$ cat src/sv/b64e_pkg.sv
// b64e_pkg: types, constants and the sextet-to-character function
// for the base64 stream encoder
// no dependencies
package b64e_pkg;

    localparam logic [1:0] PHASE_ZERO = 2'd0;
    localparam logic [1:0] PHASE_ONE  = 2'd1;
    localparam logic [1:0] PHASE_TWO  = 2'd2;

    localparam logic [6:0] PAD_CHAR   = 7'd61;
    localparam logic [6:0] PLUS_CHAR  = 7'd43;
    localparam logic [6:0] SLASH_CHAR = 7'd47;

    typedef struct packed {
        logic [7:0] data_byte;
        logic       last_byte;
    } b64e_in_t;

    typedef struct packed {
        logic [6:0] out_char;
        logic       end_of_text;
    } b64e_out_t;

    typedef struct packed {
        logic [3:0][5:0] sextet;
        logic [3:0]      pad;
        logic [1:0]      last_idx;
        logic            fin;
    } b64e_job_t;

    function automatic logic [6:0] b64e_char(input logic [5:0] s);
        logic [6:0] c;
        if (s < 6'd26)
        begin
            c = 7'd65 + {1'b0, s};
        end
        else if (s < 6'd52)
        begin
            c = 7'd97 + ({1'b0, s} - 7'd26);
        end
        else if (s < 6'd62)
        begin
            c = 7'd48 + ({1'b0, s} - 7'd52);
        end
        else if (s == 6'd62)
        begin
            c = PLUS_CHAR;
        end
        else
        begin
            c = SLASH_CHAR;
        end
        return c;
    endfunction

endpackage

$ cat src/sv/b64e_front.sv
// b64e_front: accepts bytes, tracks group phase and carry bits,
// and builds one character job per byte; depends on b64e_pkg
module b64e_front
    import b64e_pkg::*;
(
    input  logic      clk,
    input  logic      rst_n,
    input  logic      byte_valid,
    output logic      byte_ready,
    input  b64e_in_t  byte_data,
    output logic      job_valid,
    input  logic      job_ready,
    output b64e_job_t job_data
);

    logic [1:0] phase_reg, phase_next;
    logic [3:0] carry_reg, carry_next;
    logic       accept;
    logic [7:0] b;
    logic       last;

    assign byte_ready = job_ready;
    assign job_valid  = byte_valid;
    assign accept     = byte_valid && job_ready;
    assign b          = byte_data.data_byte;
    assign last       = byte_data.last_byte;

    always_comb
    begin
        job_data   = '0;
        phase_next = phase_reg;
        carry_next = carry_reg;
        case (phase_reg)
            PHASE_ONE:
            begin
                job_data.sextet[0] = {carry_reg[1:0], b[7:4]};
                if (last)
                begin
                    job_data.sextet[1] = {b[3:0], 2'b00};
                    job_data.pad[2]    = 1'b1;
                    job_data.last_idx  = 2'd2;
                    job_data.fin       = 1'b1;
                    phase_next         = PHASE_ZERO;
                    carry_next         = 4'd0;
                end
                else
                begin
                    phase_next = PHASE_TWO;
                    carry_next = b[3:0];
                end
            end
            PHASE_TWO:
            begin
                job_data.sextet[0] = {carry_reg, b[7:6]};
                job_data.sextet[1] = b[5:0];
                job_data.last_idx  = 2'd1;
                job_data.fin       = last;
                phase_next         = PHASE_ZERO;
                carry_next         = 4'd0;
            end
            default:
            begin
                job_data.sextet[0] = b[7:2];
                if (last)
                begin
                    job_data.sextet[1] = {b[1:0], 4'b0000};
                    job_data.pad[2]    = 1'b1;
                    job_data.pad[3]    = 1'b1;
                    job_data.last_idx  = 2'd3;
                    job_data.fin       = 1'b1;
                    phase_next         = PHASE_ZERO;
                    carry_next         = 4'd0;
                end
                else
                begin
                    phase_next = PHASE_ONE;
                    carry_next = {2'b00, b[1:0]};
                end
            end
        endcase
    end

    always_ff @(posedge clk or negedge rst_n)
    begin
        if (!rst_n)
        begin
            phase_reg <= PHASE_ZERO;
            carry_reg <= 4'd0;
        end
        else if (accept)
        begin
            phase_reg <= phase_next;
            carry_reg <= carry_next;
        end
    end

endmodule

$ cat src/sv/b64e_queue.sv
// b64e_queue: short job queue between front and back
// depends on b64e_pkg
module b64e_queue
    import b64e_pkg::*;
#(
    parameter int DEPTH = 2
)
(
    input  logic      clk,
    input  logic      rst_n,
    input  logic      push_valid,
    output logic      push_ready,
    input  b64e_job_t push_data,
    output logic      pop_valid,
    input  logic      pop_ready,
    output b64e_job_t pop_data
);

    localparam int PW = (DEPTH > 1) ? $clog2(DEPTH) : 1;
    localparam int CW = $clog2(DEPTH + 1);
    localparam logic [PW-1:0] LAST_PTR = PW'(DEPTH - 1);
    localparam logic [CW-1:0] FULL_CNT = CW'(DEPTH);

    b64e_job_t     mem [DEPTH];
    logic [PW-1:0] wr_ptr_reg, rd_ptr_reg;
    logic [CW-1:0] count_reg;
    logic          push, pop;

    assign push_ready = count_reg != FULL_CNT;
    assign pop_valid  = count_reg != '0;
    assign push       = push_valid && push_ready;
    assign pop        = pop_valid && pop_ready;
    assign pop_data   = mem[rd_ptr_reg];

    always_ff @(posedge clk)
    begin
        if (push)
        begin
            mem[wr_ptr_reg] <= push_data;
        end
    end

    always_ff @(posedge clk or negedge rst_n)
    begin
        if (!rst_n)
        begin
            wr_ptr_reg <= '0;
            rd_ptr_reg <= '0;
            count_reg  <= '0;
        end
        else
        begin
            if (push)
            begin
                wr_ptr_reg <= (wr_ptr_reg == LAST_PTR) ? '0 : wr_ptr_reg + 1'b1;
            end
            if (pop)
            begin
                rd_ptr_reg <= (rd_ptr_reg == LAST_PTR) ? '0 : rd_ptr_reg + 1'b1;
            end
            if (push && !pop)
            begin
                count_reg <= count_reg + 1'b1;
            end
            else if (pop && !push)
            begin
                count_reg <= count_reg - 1'b1;
            end
        end
    end

endmodule

$ cat src/sv/b64e_back.sv
// b64e_back: walks each job into the output register one character per cycle
// while char_ready allows; depends on b64e_pkg
module b64e_back
    import b64e_pkg::*;
(
    input  logic      clk,
    input  logic      rst_n,
    input  logic      job_valid,
    output logic      job_ready,
    input  b64e_job_t job_data,
    output logic      char_valid,
    input  logic      char_ready,
    output b64e_out_t char_data
);

    b64e_job_t  job_reg;
    logic       busy_reg;
    logic [1:0] idx_reg;
    logic       out_valid_reg;
    b64e_out_t  out_reg;
    logic       load;
    logic       emit;
    logic       last_slot;
    b64e_out_t  slot;

    assign load       = !out_valid_reg || char_ready;
    assign emit       = busy_reg && load;
    assign last_slot  = idx_reg == job_reg.last_idx;
    assign job_ready  = !busy_reg || (emit && last_slot);
    assign char_valid = out_valid_reg;
    assign char_data  = out_reg;

    always_comb
    begin
        slot.out_char    = job_reg.pad[idx_reg] ? PAD_CHAR : b64e_char(job_reg.sextet[idx_reg]);
        slot.end_of_text = last_slot && job_reg.fin;
    end

    always_ff @(posedge clk or negedge rst_n)
    begin
        if (!rst_n)
        begin
            busy_reg      <= 1'b0;
            idx_reg       <= 2'd0;
            out_valid_reg <= 1'b0;
        end
        else
        begin
            if (load)
            begin
                out_valid_reg <= emit;
            end
            if (job_valid && job_ready)
            begin
                busy_reg <= 1'b1;
                idx_reg  <= 2'd0;
            end
            else if (emit)
            begin
                if (last_slot)
                begin
                    busy_reg <= 1'b0;
                end
                else
                begin
                    idx_reg <= idx_reg + 2'd1;
                end
            end
        end
    end

    always_ff @(posedge clk)
    begin
        if (job_valid && job_ready)
        begin
            job_reg <= job_data;
        end
        if (emit)
        begin
            out_reg <= slot;
        end
    end

endmodule

$ cat src/sv/base64_stream_encoder_core.sv
// base64_stream_encoder_core: top level, front + job queue + back
// depends on b64e_pkg, b64e_front, b64e_queue, b64e_back
//
// channel  dir  handshake              payload
// byte     in   byte_valid/byte_ready  byte_data (data_byte, last_byte)
// char     out  char_valid/char_ready  char_data (out_char, end_of_text)
//
// a byte is taken while the queue has room; its first character passes through
// the queue entry, the job register and the output register
// the back end emits one character per cycle while char_ready allows, and a byte
// yields one to four characters, about 1.33 on average inside a message
// reset is asynchronous, active low, and clears phase, queue and output valid
// a stalled output holds its character; the queue absorbs up to QUEUE_DEPTH bytes
module base64_stream_encoder_core
    import b64e_pkg::*;
#(
    parameter int QUEUE_DEPTH = 2
)
(
    input  logic      clk,
    input  logic      rst_n,
    input  logic      byte_valid,
    output logic      byte_ready,
    input  b64e_in_t  byte_data,
    output logic      char_valid,
    input  logic      char_ready,
    output b64e_out_t char_data
);

    logic      fq_valid, fq_ready;
    b64e_job_t fq_data;
    logic      qb_valid, qb_ready;
    b64e_job_t qb_data;

    b64e_front u_front
    (
        .clk        (clk),
        .rst_n      (rst_n),
        .byte_valid (byte_valid),
        .byte_ready (byte_ready),
        .byte_data  (byte_data),
        .job_valid  (fq_valid),
        .job_ready  (fq_ready),
        .job_data   (fq_data)
    );

    b64e_queue #(.DEPTH(QUEUE_DEPTH)) u_queue
    (
        .clk        (clk),
        .rst_n      (rst_n),
        .push_valid (fq_valid),
        .push_ready (fq_ready),
        .push_data  (fq_data),
        .pop_valid  (qb_valid),
        .pop_ready  (qb_ready),
        .pop_data   (qb_data)
    );

    b64e_back u_back
    (
        .clk        (clk),
        .rst_n      (rst_n),
        .job_valid  (qb_valid),
        .job_ready  (qb_ready),
        .job_data   (qb_data),
        .char_valid (char_valid),
        .char_ready (char_ready),
        .char_data  (char_data)
    );

endmodule

$ cat config.mk
export PLATFORM = sky130hd
export DESIGN_NAME = base64_stream_encoder_core
export DESIGN_NICKNAME = d
export VERILOG_FILES = /design/src/sv/b64e_pkg.sv /design/src/sv/b64e_front.sv /design/src/sv/b64e_queue.sv /design/src/sv/b64e_back.sv /design/src/sv/base64_stream_encoder_core.sv
export SDC_FILE = /design/constraint.sdc
export NUM_CORES = 1
export LEC_CHECK = 0
export BUFFER_PORTS_ARGS = -buffer_cell sky130_fd_sc_hd__buf_4
export CORE_MARGIN = 2
export CORE_UTILIZATION = 51
export DETAILED_ROUTE_END_ITERATION = 12
export PLACE_DENSITY = 0.79
export SETUP_SLACK_MARGIN = 0.05
export SLEW_MARGIN = 20
export SYNTH_ARGS = -nofsm -noshare
export SYNTH_HDL_FRONTEND = slang
export SYNTH_SLANG_ARGS = --single-unit
export TNS_END_PERCENT = 20
$ cat constraint.sdc
create_clock -name clk -period 3.5 [get_ports clk]
set_input_delay 0.525 -clock clk [delete_from_list [all_inputs] [get_ports clk]]
set_output_delay 0.525 -clock clk [all_outputs]
set_load 0.005 [all_outputs]
Word level (Yosys, flattened, before mapping)

Memories as Yosys holds them, arrays and structs flattened. A register that Yosys moved wholly into a read port is not among the register bits.
Cells that the tools add are included.

Register bits: 38
RAM bits: 34
Input bits: 13
Output and inout port bits: 10
Word-level logic and storage cells: 90
Memories kept: 1

Add/subtract/negate cells: 10
Order comparisons: 4
Eq/ne operators: 6
Mux-type cells: 36
Reduce and logical (&&, ||, !) cells: 20

Memories:

| memory      | depth | width | rd ports | clocked after Yosys merged registers in | wr ports | line             | RTL |
|---|---|---|---|---|---|---|---|
| u_queue.mem | 2     | 17    | 1        | 1                                       | 1        | b64e_queue.sv:24 | `b64e_job_t mem [DEPTH];` |

Operators by type and width:

| cell                                                       | number |
|---|---|
| case mux 12 bit (2 select lines)                           | 1 |
| two-way mux 7 bit                                          | 3 |
| two-way mux 6 bit                                          | 3 |
| two-way mux 2 bit                                          | 8 |
| binary-select mux 6 bit (select 2 bit)                     | 1 |
| less-than comparator 6 bit, second input constant          | 2 |
| two-way mux 1 bit                                          | 11 |
| two-way mux 3 bit                                          | 3 |
| case mux 4 bit (2 select lines)                            | 1 |
| nonzero test 2 bit                                         | 4 |
| adder 6 x 7 -> 7 bit, first input constant                 | 1 |
| adder 7 x 6 -> 7 bit, first input constant                 | 1 |
| adder 7 bit, first input constant                          | 1 |
| logical AND 1 bit                                          | 7 |
| subtractor 6 x 5 -> 7 bit, second input constant           | 1 |
| subtractor 6 x 6 -> 7 bit, second input constant           | 1 |
| equality test 6 bit, second input constant                 | 1 |
| less-than comparator 6 x 5 -> 1 bit, second input constant | 1 |
| case mux 3 bit (2 select lines)                            | 1 |
| adder 2 x 1 -> 2 bit, second input constant                | 2 |
| logical NOT 1 bit                                          | 4 |
| two-way mux 4 bit                                          | 1 |
| inequality test 2 bit, second input constant               | 2 |
| case mux 2 bit (2 select lines)                            | 1 |
| 11 further kinds                                           | 14 |

Depth between registers and ports, before layout

Word-level depth: 9
Mapped depth: 10
Gate-level depth less buffers: 9

Cells and area by module

Synthesis repeated with hierarchy kept, for this count alone.

Cells, all modules: 341
Area total of the unflattened synthesis: 5347.6 sq um

By module, submodules not included:

| module     | times used | cells an instance | area each (sq um) | sequential area each (sq um) |
|---|---|---|---|---|
| b64e_queue | 1          | 115               | 2587.5            | 1961.9 |
| b64e_back  | 1          | 141               | 2073.2            | 1271.2 |
| b64e_front | 1          | 85                | 686.9             | 150.1 |

Worst setup path before layout

No wires, ideal clock.

Path kind: register -> register
Start: register u_back.idx_reg[1]
End: register u_queue.count_reg[1]
Setup time: 0.079 ns
Arrival time: 2.431 ns
Data required time: 3.421 ns
Slack: 0.990 ns
Cell stages (with the launch flop): 11
Path buffers: 2
Period minus slack after synthesis: 2.510 ns
Path through: dfrtp_1 -> buf_2 -> buf_2 -> xnor2_1 -> nand3_1 -> a21oi_2 -> inv_1 -> ha_1 -> xor2_1 -> nor2_1 -> xor2_1

Cells in the longest elaborated chain, start to end: 7
Elaborated cells on any way between the ends: 9
Classes of those cells: 1 x eq/ne; 1 x mux; 7 x reduce/logical

RTL lines:

| item                                                    | line             | RTL |
|---|---|---|
| start: declaration                                      | b64e_back.sv:18  | `logic [1:0] idx_reg;` |
| start signal: assignment                                | b64e_back.sv:66  | `idx_reg <= idx_reg + 2'd1;` |
| equality test 2 bit (*)                                 | b64e_back.sv:28  | `assign last_slot = idx_reg == job_reg.last_idx;` |
| logical AND 1 bit (*)                                   | b64e_back.sv:29  | `assign job_ready = !busy_reg \|\| (emit && last_slot);` |
| logical OR 1 bit (*)                                    | b64e_back.sv:29  |  |
| logical AND 1 bit (*)                                   | b64e_queue.sv:32 | `assign pop = pop_valid && pop_ready;` |
| net u_queue.pop                                         | b64e_queue.sv:27 | `logic push, pop;` |
| logical NOT 1 bit                                       | b64e_queue.sv:61 | `if (push && !pop)` |
| logical AND 1 bit                                       | b64e_queue.sv:61 |  |
| two-way mux 2 bit or nonzero test 2 bit (tied branches) | --               |  |
| end signal: assignment                                  | b64e_queue.sv:63 | `count_reg <= count_reg + 1'b1;` |
| end signal: assignment                                  | b64e_queue.sv:67 | `count_reg <= count_reg - 1'b1;` |
| end: declaration                                        | b64e_queue.sv:26 | `logic [CW-1:0] count_reg;` |

Mark *: on every way through the listed nets, which the timed path passes. The rest lies on a longest branch.
A chain may end at the register's enable or synchronous reset.

Worst setup path in the final report

Start: register u_back.idx_reg[0]
End: register u_back.out_reg (netlist bit u_back.char_data[2]) (data pin)

Cells in the longest elaborated chain, start to end: 7
Elaborated cells on any way between the ends: 15
Classes of those cells: 5 x add/sub; 3 x order compare; 7 x mux

RTL lines:

| item                                    | line            | RTL |
|---|---|---|
| binary-select mux 6 bit (select 2 bit)  | b64e_back.sv:35 | `slot.out_char = job_reg.pad[idx_reg] ? PAD_CHAR : b64e_char(job_reg.sextet[idx_reg]);` |
| two-way mux 6 bit (implied by the code) | b64e_back.sv:35 |  |
| subtractor 6 x 6 -> 7 bit               | b64e_pkg.sv:43  | `c = 7'd48 + ({1'b0, s} - 7'd52);` |
| adder 6 x 7 -> 7 bit                    | b64e_pkg.sv:43  |  |
| two-way mux 7 bit                       | b64e_pkg.sv:41  | `else if (s < 6'd62)` |
| two-way mux 7 bit                       | b64e_pkg.sv:37  | `else if (s < 6'd52)` |
| two-way mux 7 bit                       | b64e_pkg.sv:33  | `if (s < 6'd26)` |
| end signal: assignment                  | b64e_back.sv:80 | `out_reg <= slot;` |
| end: declaration                        | b64e_back.sv:20 | `b64e_out_t out_reg;` |

Parallel ways exist; a longest one is shown, timed or not. The select of a mux whose other input is x is not followed.

==> metrics.txt <==
status finished with violations; failing checks DRC; Max Cap Viol 0; Worst-path clk slew 80 ps; Sequential Power Share 0.439; htree depth 3; CTS tree done; largest net degree at the start of global routing 22; nets 292; Synth Cell Area 0.00342 mm2; P_int 0.00233 W; asr flop ratio synth 0.192; Die W 85.9 um; initial core utilization 0.532; Die Height 85.9 um; critical path required time 3690 ps; ANT nets after route 0; CTS Hold Bufs 0; Tcrit/Tclk final 0.779; Worst Path Max Fanout 12; row count 29; Multi-input gate area 0.00120 mm2; layout cells sized above 1 0.252; arrival time at the worst endpoint 2920 ps; worst clock skew 9.00 ps; Worst setup SP type flop; kind of critical path flop to flop; gp weighted congestion 0.845; GRT met1 Usage 0.198; post-CTS sizing 0; VDD IR-drop max 572 uV; GRT Overall Usage 0.173; DRC viols 1; Port-buffer cells 22; Post-Layout Cell Count 351; cell accounting for the most synthesized area edfxtp_1; vias per inst 5.51; syn avg cell area 13.9 um2; unique cell type count in the Yosys netlist 46; Filler cells 485; DP Wirelength 3910 um; Max Clk Rate 367 MHz; clock root buffer clkbuf_8; core area 0.00642 mm2; antenna violations before repair 0; number of global-route vias before repair 2,072; origin of the critical flop-to-flop path u_back.idx_reg[0]$_DFFE_PN0P_; synth-to-layout area growth 12.2%; First-pass DRT Iterations 8; switching share of power 0.357; total leakage power 1.41 nW; worst-margin pin slew 797 ps; sequential fraction of the synthesis area 0.621; Reg2Reg Depth 9; Sink Count 73; Top FF cell, synth edfxtp_1; reg2reg setup slack 770 ps; ranking of synthesized cells by area edfxtp_1, dfrtp_1, mux2_2; die area 0.00737 mm2; setup_tns 0 ps; routed length per instance 16.1 um; placed cell count 336; Ports 23; FF+latch area 0.00212 mm2; RSZ-0062 raised after global routing no; ant diodes 0; Psw 0.00130 W; P per Cell Area 947 mW/mm2; Clock Latency Late Sink 330 ps; Max Slew Vio Count 0; 1st-iter DRT viols 124; max FFs per register 34; final hold viol count 0; Net Count, Synth 267; final setup fails 0; post-synthesis register bit count 73; synth warn 0; worst hold path class input port to asynchronous set/reset pin; routing usage on met2 0.293; minimum clock period 2730 ps; via count 1,935; Comb pwr share 0.389; first-pass GRT wire length 9620 um; relative slew slack 0.469; crit path capture type flop; met3 GRT Util 0.0500; Syn Inst Count 245; Critical Path Start u_back.idx_reg[0]$_DFFE_PN0P_; Clk pwr share 0.172; setup repair bufs after CTS 0; DRT Wirelength 5650 um; reg2reg end u_back.char_data[2]$_SDFFCE_PP0P_; Congestion Overflow GR 0; total CTS buffers 9; number of flops mapped to enable cells by yosys 59; clock buffer depth 2; Synth top area share 0.518; GRT busiest layer met2
## cells in the mapped netlist, types with 3 or more instances
library cell	number
dfrtp_1	14
a32oi_1	5
nand2_1	13
edfxtp_1	59
nor3_1	5
a22o_1	4
clkbuf_1	7
a21oi_1	7
inv_1	12
ha_1	9
nor2b_1	4
mux2_2	18
nand2b_1	3
a22oi_1	7
xor2_1	8
xnor2_1	7
and2_1	4
o21ai_0	8
mux2i_1	6
nor2_1	12
## placed cells by master (no fill, tap or decap), drive strengths merged, types with 7 or more instances in the layout
cell    synthesis  routed
nand2          13      13
buf             3      24
edfxtp         59      59
nor2           15      15
mux2i           9       9
ha              9       9
clkbuf          7      11
mux2           18      18
o21ai           9       9
xor2            8       8
a22oi           7       7
a21oi           9       9
dfrtp          14      14
xnor2           7       7
inv            12      12
## critical path: stages (launching register included)
cell	delay, ps
dfrtp_1	720
mux2i_2	400
nor2_2	130
inv_1	120
ha_1	170
inv_1	50
o31ai_2	340
a21oi_4	150
or3_1	360
a21oi_1	140
## kinds of logic after synthesis
group / synth area share
XOR/XNOR: 0.0384
AO/OA/AOI/OAI: 0.0904
multiplexers: 0.0915
buffers and inverters: 0.0271
AND/OR/NAND/NOR: 0.0985
flip-flops: 0.621
adder cells (fa/ha/maj): 0.0330
## how the worst max path moves through the flow
stage	to	slack [ps]
after global routing	u_back.char_data[2]$_SDFFCE_PP0P_	560
final	u_back.char_data[2]$_SDFFCE_PP0P_	770
after CTS	u_back.char_data[2]$_SDFFCE_PP0P_	740
after floorplan	u_queue.count_reg[1]$_DFFE_PN0P_	990
after detailed placement	u_back.char_data[2]$_SDFFCE_PP0P_	750
after global placement	u_back.char_data[2]$_SDFFCE_PP0P_	880
## layout make-up
cell class	count	share of cell area
tap	77	0.0251
multi-input combinational	150	0.314
clock buffer	11	0.0343
clock inverter	4	0.0144
timing repair buffer	24	0.0470
inverter	12	0.0118
sequential	73	0.554
## power groups by stage
stage	Clock (W)	Sequential (W)	Combinational, W
5_1_grt	0.000675	0.00163	0.00158
4_1_cts	0.000642	0.00160	0.00143
6_report	0.000625	0.00159	0.00141
2_1_floorplan	0	0.00149	0.00117
3_5_place_dp	0	0.00161	0.00141
3_3_place_gp	0	0.00160	0.00136
## routing by layer
metal  vias to the layer above  routed length, um
li1                        955                  -
met3                        13                252
met4                         0                132
met1                       912               2420
met5                         -                  0
met2                        55               2850
## per-stage QoR
step | utilization | worst slack, ps | cell area (um2) | hold WS (ps) | total power, W
finish | 0.597 | 775 | 3830 | 24.0 | 0.00363
global route | 0.597 | 556 | 3830 | 13.6 | 0.00389
CTS | 0.597 | 737 | 3830 | 9.21 | 0.00367
detailed placement | 0.568 | 754 | 3650 | 388 | 0.00303
global placement | 0.568 | 880 | 3650 | 387 | 0.00296
floorplan | - | 990 | 3420 | 229 | 0.00266
Power figures use the tool's default switching activity.
